===== config.mk =====
export PLATFORM = sky130hd
export DESIGN_NAME = preemptive_tick_scheduler
export DESIGN_NICKNAME = d
export VERILOG_FILES = /design/src/hdl/pts_pkg.sv /design/src/hdl/pts_ram.sv /design/src/hdl/preemptive_tick_scheduler.sv
export SDC_FILE = /design/constraint.sdc
export NUM_CORES = 1
export LEC_CHECK = 0
export ABC_AREA = 1
export BUFFER_PORTS_ARGS = -buffer_cell sky130_fd_sc_hd__buf_2
export CAP_MARGIN = 20
export CORE_ASPECT_RATIO = 1.1
export CORE_MARGIN = 5
export CORE_UTILIZATION = 25
export CTS_CLUSTER_SIZE = 25
export DETAILED_ROUTE_END_ITERATION = 7
export PLACE_DENSITY = 0.44
export SKIP_LAST_GASP = 1
export SYNTH_ARGS = -nofsm -noshare
export SYNTH_HDL_FRONTEND = slang
export SYNTH_HIERARCHICAL = 1
export SYNTH_SLANG_ARGS = --single-unit

===== constraint.sdc =====
create_clock -name clk -period 15.3 [get_ports clk]
set_input_delay 3.06 -clock clk [delete_from_list [all_inputs] [get_ports clk]]
set_output_delay 3.06 -clock clk [all_outputs]
set_load 0.05 [all_outputs]

===== src/hdl/pts_pkg.sv =====
// ----------------------------------------------------------------------------
// pts_pkg
// Shared types and constants for the preemptive tick scheduler.
// ----------------------------------------------------------------------------
package pts_pkg;

	localparam int SLOTS_DEF = 16;

	localparam int KIND_W  = 1;
	localparam int SLOT_W  = 4;
	localparam int TIME_W  = 16;
	localparam int WORK_W  = 16;
	localparam int RANK_W  = 8;
	localparam int TICK_W  = 24;

	localparam logic KIND_LOAD = 1'b0;
	localparam logic KIND_TICK = 1'b1;

	localparam logic MODE_SRT  = 1'b0;
	localparam logic MODE_PRIO = 1'b1;

	// One slot of the task table as stored in RAM
	typedef struct packed {
		logic [WORK_W-1:0] rem;
		logic [WORK_W-1:0] orig;
		logic [TIME_W-1:0] arr;
		logic [RANK_W-1:0] rank;
	} entry_t;

	localparam int ENTRY_W = $bits(entry_t);

	typedef enum logic [1:0] {
		ST_IDLE,
		ST_SCAN,
		ST_DRAIN,
		ST_UPDATE
	} state_t;

endpackage


===== src/hdl/pts_ram.sv =====
// ----------------------------------------------------------------------------
// pts_ram
// Generic single-write, single-read RAM with a registered read port.
// ----------------------------------------------------------------------------
module pts_ram #(
	parameter int WIDTH = 8,
	parameter int DEPTH = 16
) (
	input  logic                     clk,
	input  logic                     we,
	input  logic [$clog2(DEPTH)-1:0] waddr,
	input  logic [WIDTH-1:0]         wdata,
	input  logic                     re,
	input  logic [$clog2(DEPTH)-1:0] raddr,
	output logic [WIDTH-1:0]         rdata
);

	logic [WIDTH-1:0] mem_q [DEPTH];

	always_ff @(posedge clk) begin
		if (we) begin
			mem_q[waddr] <= wdata;
		end
		if (re) begin
			rdata <= mem_q[raddr];
		end
	end

endmodule


===== src/hdl/preemptive_tick_scheduler.sv =====
// A load word is taken in ST_IDLE and writes its slot at once.
// A tick word is scanned in ST_SCAN with one RAM read per slot; ST_DRAIN compares the last
// entry, and ST_UPDATE writes back the pick and loads the output register, holding while the
// previous result word is not yet taken; only then does ST_IDLE take the next word, so a new
// tick is not accepted before the last one's result is loaded.
// Reset: busy flags, tick counter, previous pick and policy clear at once; no clearing pass.
// ----------------------------------------------------------------------------
// preemptive_tick_scheduler
// Shortest-remaining-time or priority scheduler over a RAM-held task table.
// ----------------------------------------------------------------------------
module preemptive_tick_scheduler
	import pts_pkg::*;
#(
	parameter int SLOTS = SLOTS_DEF
) (
	input  logic              clk,
	input  logic              arst_n,
	// configuration
	input  logic              cfg_valid,
	output logic              cfg_ready,
	input  logic              cfg_data,
	// input words
	input  logic              in_valid,
	output logic              in_ready,
	input  logic [KIND_W-1:0] kind,
	input  logic [SLOT_W-1:0] slot,
	input  logic [TIME_W-1:0] arrival_time,
	input  logic [WORK_W-1:0] burst_length,
	input  logic [RANK_W-1:0] priority_level,
	// result words
	output logic              out_valid,
	input  logic              out_ready,
	output logic              ran,
	output logic [SLOT_W-1:0] running_slot,
	output logic              switched,
	output logic [TICK_W-1:0] start_tick,
	output logic              finished,
	output logic [TICK_W-1:0] complete_time,
	output logic [TICK_W-1:0] wait_time,
	output logic [TICK_W-1:0] turnaround_time,
	output logic              all_done
);

	localparam int IDX_W = $clog2(SLOTS);

	state_t state_q, state_d;

	logic [SLOTS-1:0]  busy_q;
	logic              policy_q;
	logic [TICK_W-1:0] now_q;
	logic              prev_valid_q;
	logic [IDX_W-1:0]  prev_idx_q;

	logic [IDX_W-1:0]  rd_idx_q;
	logic              cmp_valid_s1;
	logic [IDX_W-1:0]  cmp_idx_s1;
	logic              cmp_busy_s1;

	logic              best_found_q;
	logic [IDX_W-1:0]  best_idx_q;
	entry_t            best_q;

	logic              ram_we, ram_re;
	logic [IDX_W-1:0]  ram_waddr;
	entry_t            ram_wdata, ram_rdata;
	logic [ENTRY_W-1:0] ram_rdata_raw;

	logic              in_fire, load_fire, tick_fire, commit;
	logic [IDX_W-1:0]  load_idx;
	logic              load_ok;

	logic [WORK_W-1:0] key_rd, key_best;
	logic              eligible, take;

	logic [WORK_W-1:0] rem_next;
	logic [SLOTS-1:0]  busy_after;
	logic [TICK_W-1:0] turn, wait_v;

	assign ram_rdata = entry_t'(ram_rdata_raw);

	pts_ram #(
		.WIDTH (ENTRY_W),
		.DEPTH (SLOTS)
	) u_table (
		.clk   (clk),
		.we    (ram_we),
		.waddr (ram_waddr),
		.wdata (ram_wdata),
		.re    (ram_re),
		.raddr (rd_idx_q),
		.rdata (ram_rdata_raw)
	);

	assign in_fire   = in_valid && in_ready;
	assign load_fire = in_fire && (kind == KIND_LOAD);
	assign tick_fire = in_fire && (kind == KIND_TICK);
	assign load_idx  = IDX_W'(slot);
	assign load_ok   = int'(slot) < SLOTS;
	assign cfg_ready = 1'b1;

	// next state and control
	always_comb begin
		state_d  = state_q;
		in_ready = 1'b0;
		ram_re   = 1'b0;
		commit   = 1'b0;
		unique case (state_q)
			ST_IDLE: begin
				in_ready = 1'b1;
				if (tick_fire) begin
					state_d = ST_SCAN;
				end
			end
			ST_SCAN: begin
				ram_re = 1'b1;
				if (rd_idx_q == IDX_W'(SLOTS - 1)) begin
					state_d = ST_DRAIN;
				end
			end
			ST_DRAIN: begin
				state_d = ST_UPDATE;
			end
			ST_UPDATE: begin
				// hold until the output register is free
				if (!out_valid || out_ready) begin
					commit  = 1'b1;
					state_d = ST_IDLE;
				end
			end
			default: begin
				state_d = ST_IDLE;
			end
		endcase
	end

	always_ff @(posedge clk or negedge arst_n) begin
		if (!arst_n) begin
			state_q <= ST_IDLE;
		end else begin
			state_q <= state_d;
		end
	end

	// write port: loads in idle, write-back of the pick on commit
	assign rem_next = best_q.rem - WORK_W'(1);

	always_comb begin
		ram_we    = 1'b0;
		ram_waddr = load_idx;
		ram_wdata = '{rem: burst_length, orig: burst_length,
			arr: arrival_time, rank: priority_level};
		if (load_fire && load_ok) begin
			ram_we = 1'b1;
		end else if (commit && best_found_q) begin
			ram_we    = 1'b1;
			ram_waddr = best_idx_q;
			ram_wdata = '{rem: rem_next, orig: best_q.orig,
				arr: best_q.arr, rank: best_q.rank};
		end
	end

	// compare the entry read last cycle against the running best
	assign key_rd   = (policy_q == MODE_PRIO) ? WORK_W'(ram_rdata.rank) : ram_rdata.rem;
	assign key_best = (policy_q == MODE_PRIO) ? WORK_W'(best_q.rank) : best_q.rem;
	assign eligible = cmp_valid_s1 && cmp_busy_s1 && (TICK_W'(ram_rdata.arr) < now_q);
	assign take     = eligible && (!best_found_q || (key_rd < key_best));

	always_ff @(posedge clk or negedge arst_n) begin
		if (!arst_n) begin
			rd_idx_q     <= '0;
			cmp_valid_s1 <= 1'b0;
			best_found_q <= 1'b0;
		end else begin
			cmp_valid_s1 <= ram_re;
			if (tick_fire) begin
				rd_idx_q     <= '0;
				best_found_q <= 1'b0;
			end else begin
				if (ram_re) begin
					rd_idx_q <= rd_idx_q + IDX_W'(1);
				end
				if (take) begin
					best_found_q <= 1'b1;
				end
			end
		end
	end

	always_ff @(posedge clk) begin
		cmp_idx_s1  <= rd_idx_q;
		cmp_busy_s1 <= busy_q[rd_idx_q];
		if (take) begin
			best_idx_q <= cmp_idx_s1;
			best_q     <= ram_rdata;
		end
	end

	// completion figures
	assign turn   = now_q - TICK_W'(best_q.arr);
	assign wait_v = (turn >= TICK_W'(best_q.orig)) ? turn - TICK_W'(best_q.orig) : '0;

	always_comb begin
		busy_after = busy_q;
		if (best_found_q && rem_next == '0) begin
			busy_after[best_idx_q] = 1'b0;
		end
	end

	always_ff @(posedge clk or negedge arst_n) begin
		if (!arst_n) begin
			busy_q       <= '0;
			policy_q     <= MODE_SRT;
			now_q        <= '0;
			prev_valid_q <= 1'b0;
			prev_idx_q   <= '0;
			out_valid    <= 1'b0;
		end else begin
			if (cfg_valid && cfg_ready) begin
				policy_q <= cfg_data;
			end
			if (load_fire && load_ok) begin
				busy_q[load_idx] <= (burst_length != '0);
			end
			if (tick_fire) begin
				now_q <= now_q + TICK_W'(1);
			end
			if (commit) begin
				out_valid    <= 1'b1;
				busy_q       <= busy_after;
				prev_valid_q <= best_found_q;
				prev_idx_q   <= best_idx_q;
			end else if (out_valid && out_ready) begin
				out_valid <= 1'b0;
			end
		end
	end

	// result register
	always_ff @(posedge clk) begin
		if (commit) begin
			ran             <= best_found_q;
			running_slot    <= best_found_q ? SLOT_W'(best_idx_q) : '0;
			switched        <= best_found_q && (!prev_valid_q || prev_idx_q != best_idx_q);
			start_tick      <= now_q - TICK_W'(1);
			all_done        <= (busy_after == '0);
			if (best_found_q && rem_next == '0) begin
				finished        <= 1'b1;
				complete_time   <= now_q;
				wait_time       <= wait_v;
				turnaround_time <= turn;
			end else begin
				finished        <= 1'b0;
				complete_time   <= '0;
				wait_time       <= '0;
				turnaround_time <= '0;
			end
		end
	end

endmodule

==> impl_metrics.env, run 1 <==
export IMPL_cts_tree="built"
export IMPL_cts_root_buf="clkbuf_16"
export IMPL_async_flop_share_pct=4.68
export IMPL_core_area_mm2=0.214
export IMPL_power_mw=11.7
export IMPL_cts_sinks=1176
export IMPL_num_vias=36500
export IMPL_clock_fmax_mhz=158
export IMPL_dieWidth_um=453
export IMPL_synth_edf_count=1116
export IMPL_switchingPower_mw=4.68
export IMPL_detail_route_antenna_nets=0
export IMPL_finalSetupViolCount=0
export IMPL_yosys_area_top_type="edfxtp_1"
export IMPL_pre_cts_slack_ns=8.11
export IMPL_arrival_ns=6.72
export IMPL_cp_max_fo=41
export IMPL_drt_pass1_iterations=6
export IMPL_io_buffers=156
export IMPL_dieArea_mm2=0.225
export IMPL_hold_path_depth=0
export IMPL_hpwlAfterDp_mm=99.6
export IMPL_grt_pass1_vias=35200
export IMPL_nNetsFinal=5580
export IMPL_fin_crit_sh_pct=41.5
export IMPL_period_minus_slack_ns=6.34
export IMPL_cts_resized_gates=0
export IMPL_clkLatencyLatePin_ns=0.77
export IMPL_synth_top_area_share_pct=62.2
export IMPL_area_growth_pct=14.8
export IMPL_synth_flop_cell="edfxtp_1"
export IMPL_die_h_um=497
export IMPL_post_cts_buffers=0
export IMPL_critPathKind="in2reg"
export IMPL_syn_avg_cell_area_um2=10.2
export IMPL_syn_nets=5427
export IMPL_cts_path_max_buffers=3
export IMPL_hold_viol=0
export IMPL_reg2reg_from="policy_q"
export IMPL_antenna_found_initial=34
export IMPL_instances_no_fill=8449
export IMPL_relSlewSlack_pct=18.4
export IMPL_cts_hold_buf=0
export IMPL_peakVddDrop_mv=0.148
export IMPL_cap_violations=0
export IMPL_dp_cells=8200
export IMPL_ios=158
export IMPL_start_util_pct=25.1
export IMPL_hp_class="reg2reg"
export IMPL_skew_ns=0.0240
export IMPL_ctsHtreeMaxLevel=4
export IMPL_num_rows=178
export IMPL_layout_setup_ws_ns=8.96
export IMPL_ys_ff_latch=1176
export IMPL_endpoint_kind="register"
export IMPL_leakagePower_nw=25.6
export IMPL_start_kind="input port"
export IMPL_holdPathEnd="best_idx_q[3]"
export IMPL_drive_gt1_share_pct=9.44
export IMPL_netlist_area_mm2=0.0539
export IMPL_grt_max_degree=189
export IMPL_wire_per_inst_um=19.8
export IMPL_hp_start="cmp_idx_s1[3]"
export IMPL_grt_pass1_wl_mm=244
export IMPL_r2r_end="best_q[18]"
export IMPL_outcome="complete, no violations"
export IMPL_p_clk_share_pct=25.8
export IMPL_rsz0062_at_grt="false"
export IMPL_clk_pin_slew_worst_paths_ns=0.06
export IMPL_drtIter0Drc=2997
export IMPL_yosys_warnings=6
export IMPL_gp_congestion=0.832
export IMPL_yosysSeqAreaShare_pct=64.9
export IMPL_drc_errors=0
export IMPL_vias_per_cell=4.32
export IMPL_rrSetupSlack_ns=10.56
export IMPL_overflow=0
export IMPL_swShare_pct=39.9
export IMPL_yosys_top_cells_area="edfxtp_1 62%, nand2_1 11%, nand3_1 7.0%"
export IMPL_p_seq_share_pct=38.8
export IMPL_power_density_mw_per_mm2=190
export IMPL_tightest_slew_ns=1.22
export IMPL_cp_required_ns=15.68
export IMPL_ys_types=59
export IMPL_p_comb_share_pct=35.4
export IMPL_numCtsBuffers=130
export IMPL_postSynthCellCount=5303
export IMPL_reg2regPathDepth=11
export IMPL_grt_usage_pct=14.6
export IMPL_intPower_mw=7.05
export IMPL_slew_violations=0
export IMPL_wl_mm=168
export IMPL_tns_ns=0
## how the worst max path moves through the flow
stage,from,endpoint,slack [ns],depth (start not counted)
5_1_grt,out_ready,u_table/mem_q[14][18],8.68,13
3_5_place_dp,out_ready,u_table/mem_q[5][42],8.11,13
3_3_place_gp,out_ready,u_table/mem_q[0][12],7.99,14
2_1_floorplan,out_ready,u_table/mem_q[10][0],8.11,10
6_report,out_ready,u_table/mem_q[5][7],8.96,13
4_1_cts,out_ready,u_table/mem_q[14][18],8.91,13
## cell families after synthesis
| group | count (synthesis) | share of synthesized area, % |
|---|---|---|
| DFF | 1176 | 64.9 |
| buffers and inverters | 1136 | 9.00 |
| other | 1 | 0.00696 |
| adders and majority gates | 73 | 1.72 |
| and+or+nand+nor | 2606 | 20.6 |
| xor gates and xnor gates | 73 | 1.20 |
| AOI/OAI and AO/OA | 238 | 2.48 |
## power groups by stage
stage	Clock [mW]	Sequential, mW	Combinational [mW]
4_1_cts	3.12	4.56	4.20
3_5_place_dp	0	4.62	4.18
3_3_place_gp	0	4.62	4.16
2_1_floorplan	0	4.84	2.53
6_report	3.02	4.55	4.16
5_1_grt	3.23	4.59	4.58
## cells in the mapped netlist (all sizes together), types with 5 or more instances
cell type and count:
nor2 239, xor2 64, xnor2 9, dfxtp 5, nand3b 6, nor4 13, nor3 27, inv 907
dfrtp 55, o21ai 125, edfxtp 1116, nand2 1537, o21bai 5, clkbuf 49, ha 71, nand3 751
buf 179, o221ai 10, a21oi 79, nand4 27
## layer usage
metal  GRT usage (%)  vias to the layer above  routed length (um)
li1                -                    17600                   -
met1            20.2                    17600               76900
met2            23.6                      984               77600
met3            2.49                      219                9450
met4            3.70                       10                3530
met5               0                        -                  74
## per-stage QoR
stage	instance area, um^2	util [%]	hold WS (ns)
global route	61800	28.9	0.408
CTS	61800	28.8	0.403
finish	61900	28.9	0.402
global placement	57700	26.9	0.386
detailed placement	57800	27.0	0.390
floorplan	53900	-	0.386
## cells in the final DEF (no fill, tap or decap), types with 7 or more instances in the layout
cell and n:
clkinv_2 27, clkinv_1 29, buf_2 156, inv_1 896
a21oi_1 78, dfrtp_1 51, buf_4 86, nor3_1 22
nand4_1 27, ha_1 70, nor2_2 18, o221ai_1 10
clkbuf_16 133, clkbuf_1 25, nor4_1 10, xnor2_1 9
nand3_1 749, nor2_1 192, o21ai_1 8, diode_2 9
o21ai_0 111, xor2_1 63, nor2_4 28, edfxtp_1 1116
inv_6 7, nand2_1 1530
## worst max-delay path, stage by stage
cell	delay, ns
buf_2	0.10
inv_1	0.05
nand2_1	0.08
nand2_1	0.08
buf_4	0.31
nor2_1	0.08
inv_1	0.14
nor2_2	0.05
buf_4	0.25
o21ai_0	0.43
nand3b_1	0.43
nor2_4	0.74
buf_4	0.84
## cell type report
class	instances	area, um^2
flip-flops and latches	1176	35000
clock inverters	77	597
well taps	2880	3600
fillers	22400	152000
multi-input cells	2991	14200
clock buffers	159	3440
diodes	9	22.5
inverters	908	3440
repair buffers	249	1560
## sequential cells by signal, indices dropped and copies added (netlist names), 2 cells and up
signal / flops
best_idx_q: 4
now_q: 24
complete_time: 24
u_table/mem_q: 896
running_slot: 4
state_q: 2
start_tick: 24
wait_time: 24
cmp_idx_s1: 4
busy_q: 16
rd_idx_q: 4
turnaround_time: 24
prev_idx_q: 4
best_q: 56
u_table/rdata: 56
Power figures use the tool's default switching activity.
==> run 2: changes to the inputs <==
==> constraint.sdc (replaced) <==
create_clock -name clk -period 6.57 [get_ports clk]
set_input_delay 1.314 -clock clk [delete_from_list [all_inputs] [get_ports clk]]
set_output_delay 1.314 -clock clk [all_outputs]
set_load 0.05 [all_outputs]
==> impl_metrics.env, run 2 (synthesis gave the netlist of run 1 again) <==
export IMPL_outcome="complete, no violations"
export IMPL_crit_buf_inv=4
export IMPL_rsz0062_at_grt="false"
export IMPL_slowest_delay_ns=0.41
export IMPL_drt_pass1_iterations=5
export IMPL_cts_path_max_buffers=3
export IMPL_io_buffers=156
export IMPL_clk_pin_slew_worst_paths_ns=0.06
export IMPL_nNetsFinal=5590
export IMPL_numCtsBuffers=130
export IMPL_drc_errors=0
export IMPL_clkLatencyLatePin_ns=0.76
export IMPL_antenna_found_initial=23
export IMPL_finalHoldWorstSlack_ns=0.375
export IMPL_critPathKind="reg2reg"
export IMPL_area_growth_pct=15.0
export IMPL_cap_violations=0
export IMPL_crit_top_cell="nand2_1"
export IMPL_grt_max_degree=158
export IMPL_start_kind="register"
export IMPL_tightest_slew_ns=1.07
export IMPL_clock_fmax_mhz=229
export IMPL_leakagePower_nw=25.6
export IMPL_fin_crit_sh_pct=66.4
export IMPL_crit_family="simple AND/OR/NAND/NOR gates"
export IMPL_finalSetupViolCount=0
export IMPL_drive_gt1_share_pct=9.34
export IMPL_vias_per_cell=4.36
export IMPL_grt_usage_pct=14.7
export IMPL_slowest_stage="fa_1"
export IMPL_largestRegisters="u_table/mem_q (896), best_q (56), u_table/rdata (56)"
export IMPL_largest_reg_flops=896
export IMPL_gp_congestion=0.847
export IMPL_largest_register="u_table/mem_q"
export IMPL_endpoint_kind="register"
export IMPL_dieArea_mm2=0.225
export IMPL_num_rows=178
export IMPL_layout_setup_ws_ns=2.21
export IMPL_hold_viol=0
export IMPL_grt_pass1_vias=35100
export IMPL_overflow=0
export IMPL_crit_cells=21
export IMPL_cts_sinks=1176
export IMPL_crit_chain="inv_1 > ha_1 > fa_1 > inv_1 > nand3_1 > nand2_1 > nand2_1 > nand2_1 > a31o_2 > xor2_1 > ha_1 > nand2_1 > nor2_1 > nand2_1 > o21ai_0 > inv_1 > nand3_1 > inv_1 > nand2_1 > nand2_2 > a21oi_1"
export IMPL_detail_route_antenna_nets=0
export IMPL_arrival_ns=4.94
export IMPL_cp_max_fo=21
export IMPL_num_vias=36900
export IMPL_start_util_pct=25.1
export IMPL_pre_cts_slack_ns=1.94
export IMPL_cts_hold_buf=0
export IMPL_reg2regPathDepth=21
export IMPL_reg2reg_from="now_q[0]"
export IMPL_ctsHtreeMaxLevel=4
export IMPL_hp_class="in2async"
export IMPL_drtIter0Drc=3344
export IMPL_nFillCells=22400
export IMPL_cts_resized_gates=0
export IMPL_peakVddDrop_mv=0.291
export IMPL_tns_ns=0
export IMPL_power_density_mw_per_mm2=443
export IMPL_core_area_mm2=0.214
export IMPL_wl_mm=170
export IMPL_layout_common_cells="1530 x nand2_1, 1116 x edfxtp_1, 896 x inv_1"
export IMPL_slew_violations=0
export IMPL_cts_tree="built"
export IMPL_relSlewSlack_pct=28.2
export IMPL_final_common_cell="nand2_1"
export IMPL_wire_per_inst_um=20.1
export IMPL_grt_pass1_wl_mm=245
export IMPL_ios=158
export IMPL_rrSetupSlack_ns=2.21
export IMPL_skew_ns=0.0262
export IMPL_post_cts_buffers=0
export IMPL_cp_required_ns=7.15
export IMPL_crit_start="now_q[0]"
export IMPL_period_minus_slack_ns=4.36
export IMPL_dieWidth_um=453
export IMPL_cts_root_buf="clkbuf_16"
export IMPL_final_util_pct=28.9
export IMPL_hpwlAfterDp_mm=102
export IMPL_die_h_um=497
[run 2: changes by cell type in the layout (fill, tap and decap cells not counted), moves of 3 or more]
cell | previous run | this run
buf_12 | 6 | 10
buf_4 | 86 | 92
bufinv_16 | 6 | 9
clkinv_1 | 29 | 33
clkinv_2 | 27 | 13
clkinv_8 | 4 | 0
diode_2 | 9 | 12
[run 2: through the flow]
stage,power [mW],std cells,instance area (um^2)
floorplan,17.2,5303,53900
global placement,20.6,8210,57900
detailed placement,20.6,8212,57900
CTS,27.8,8436,61900
global route,29.0,8439,61900
finish,27.4,8450,62000
[run 2: final cells by class]
cell class,instances,area [um^2],share of cell area (%)
Tap cell,2880,3600,5.82
Timing Repair Buffer,259,1700,2.74
Clock inverter,65,548,0.885
Inverter,908,3440,5.56
Multi-Input combinational cell,2991,14200,22.9
Clock buffer,159,3440,5.55
Sequential cell,1176,35000,56.5
Antenna cell,12,30.0,0.0485
[run 2: power breakdown]
part / internal, mW / switching [mW] / total (mW)
combinational: 2.36 / 7.39 / 9.76
clock: 4.05 / 2.98 / 7.03
sequential: 10.1 / 0.549 / 10.6
total: 16.5 / 10.9 / 27.4
[run 2: routing by layer]
metal  part of all wire, %  wire (um)  vias up  track usage [%]
met5                 0.015         25        -                0
met4                   2.2       3800        4             3.77
met3                   6.8      11500      206             2.73
met2                    46      78500     1066             23.6
met1                    45      76000    18000             20.5
li1                      -          -    17600                -
[run 2: path summary, 6_finish.rpt]
path	endpoint
setup / recovery	wait_time[16]
max in group asynchronous	rd_idx_q[3]
hold / removal	policy_q
min in group clk	best_idx_q[1]
setup reg to reg	wait_time[16]
hold reg to reg	best_idx_q[1]
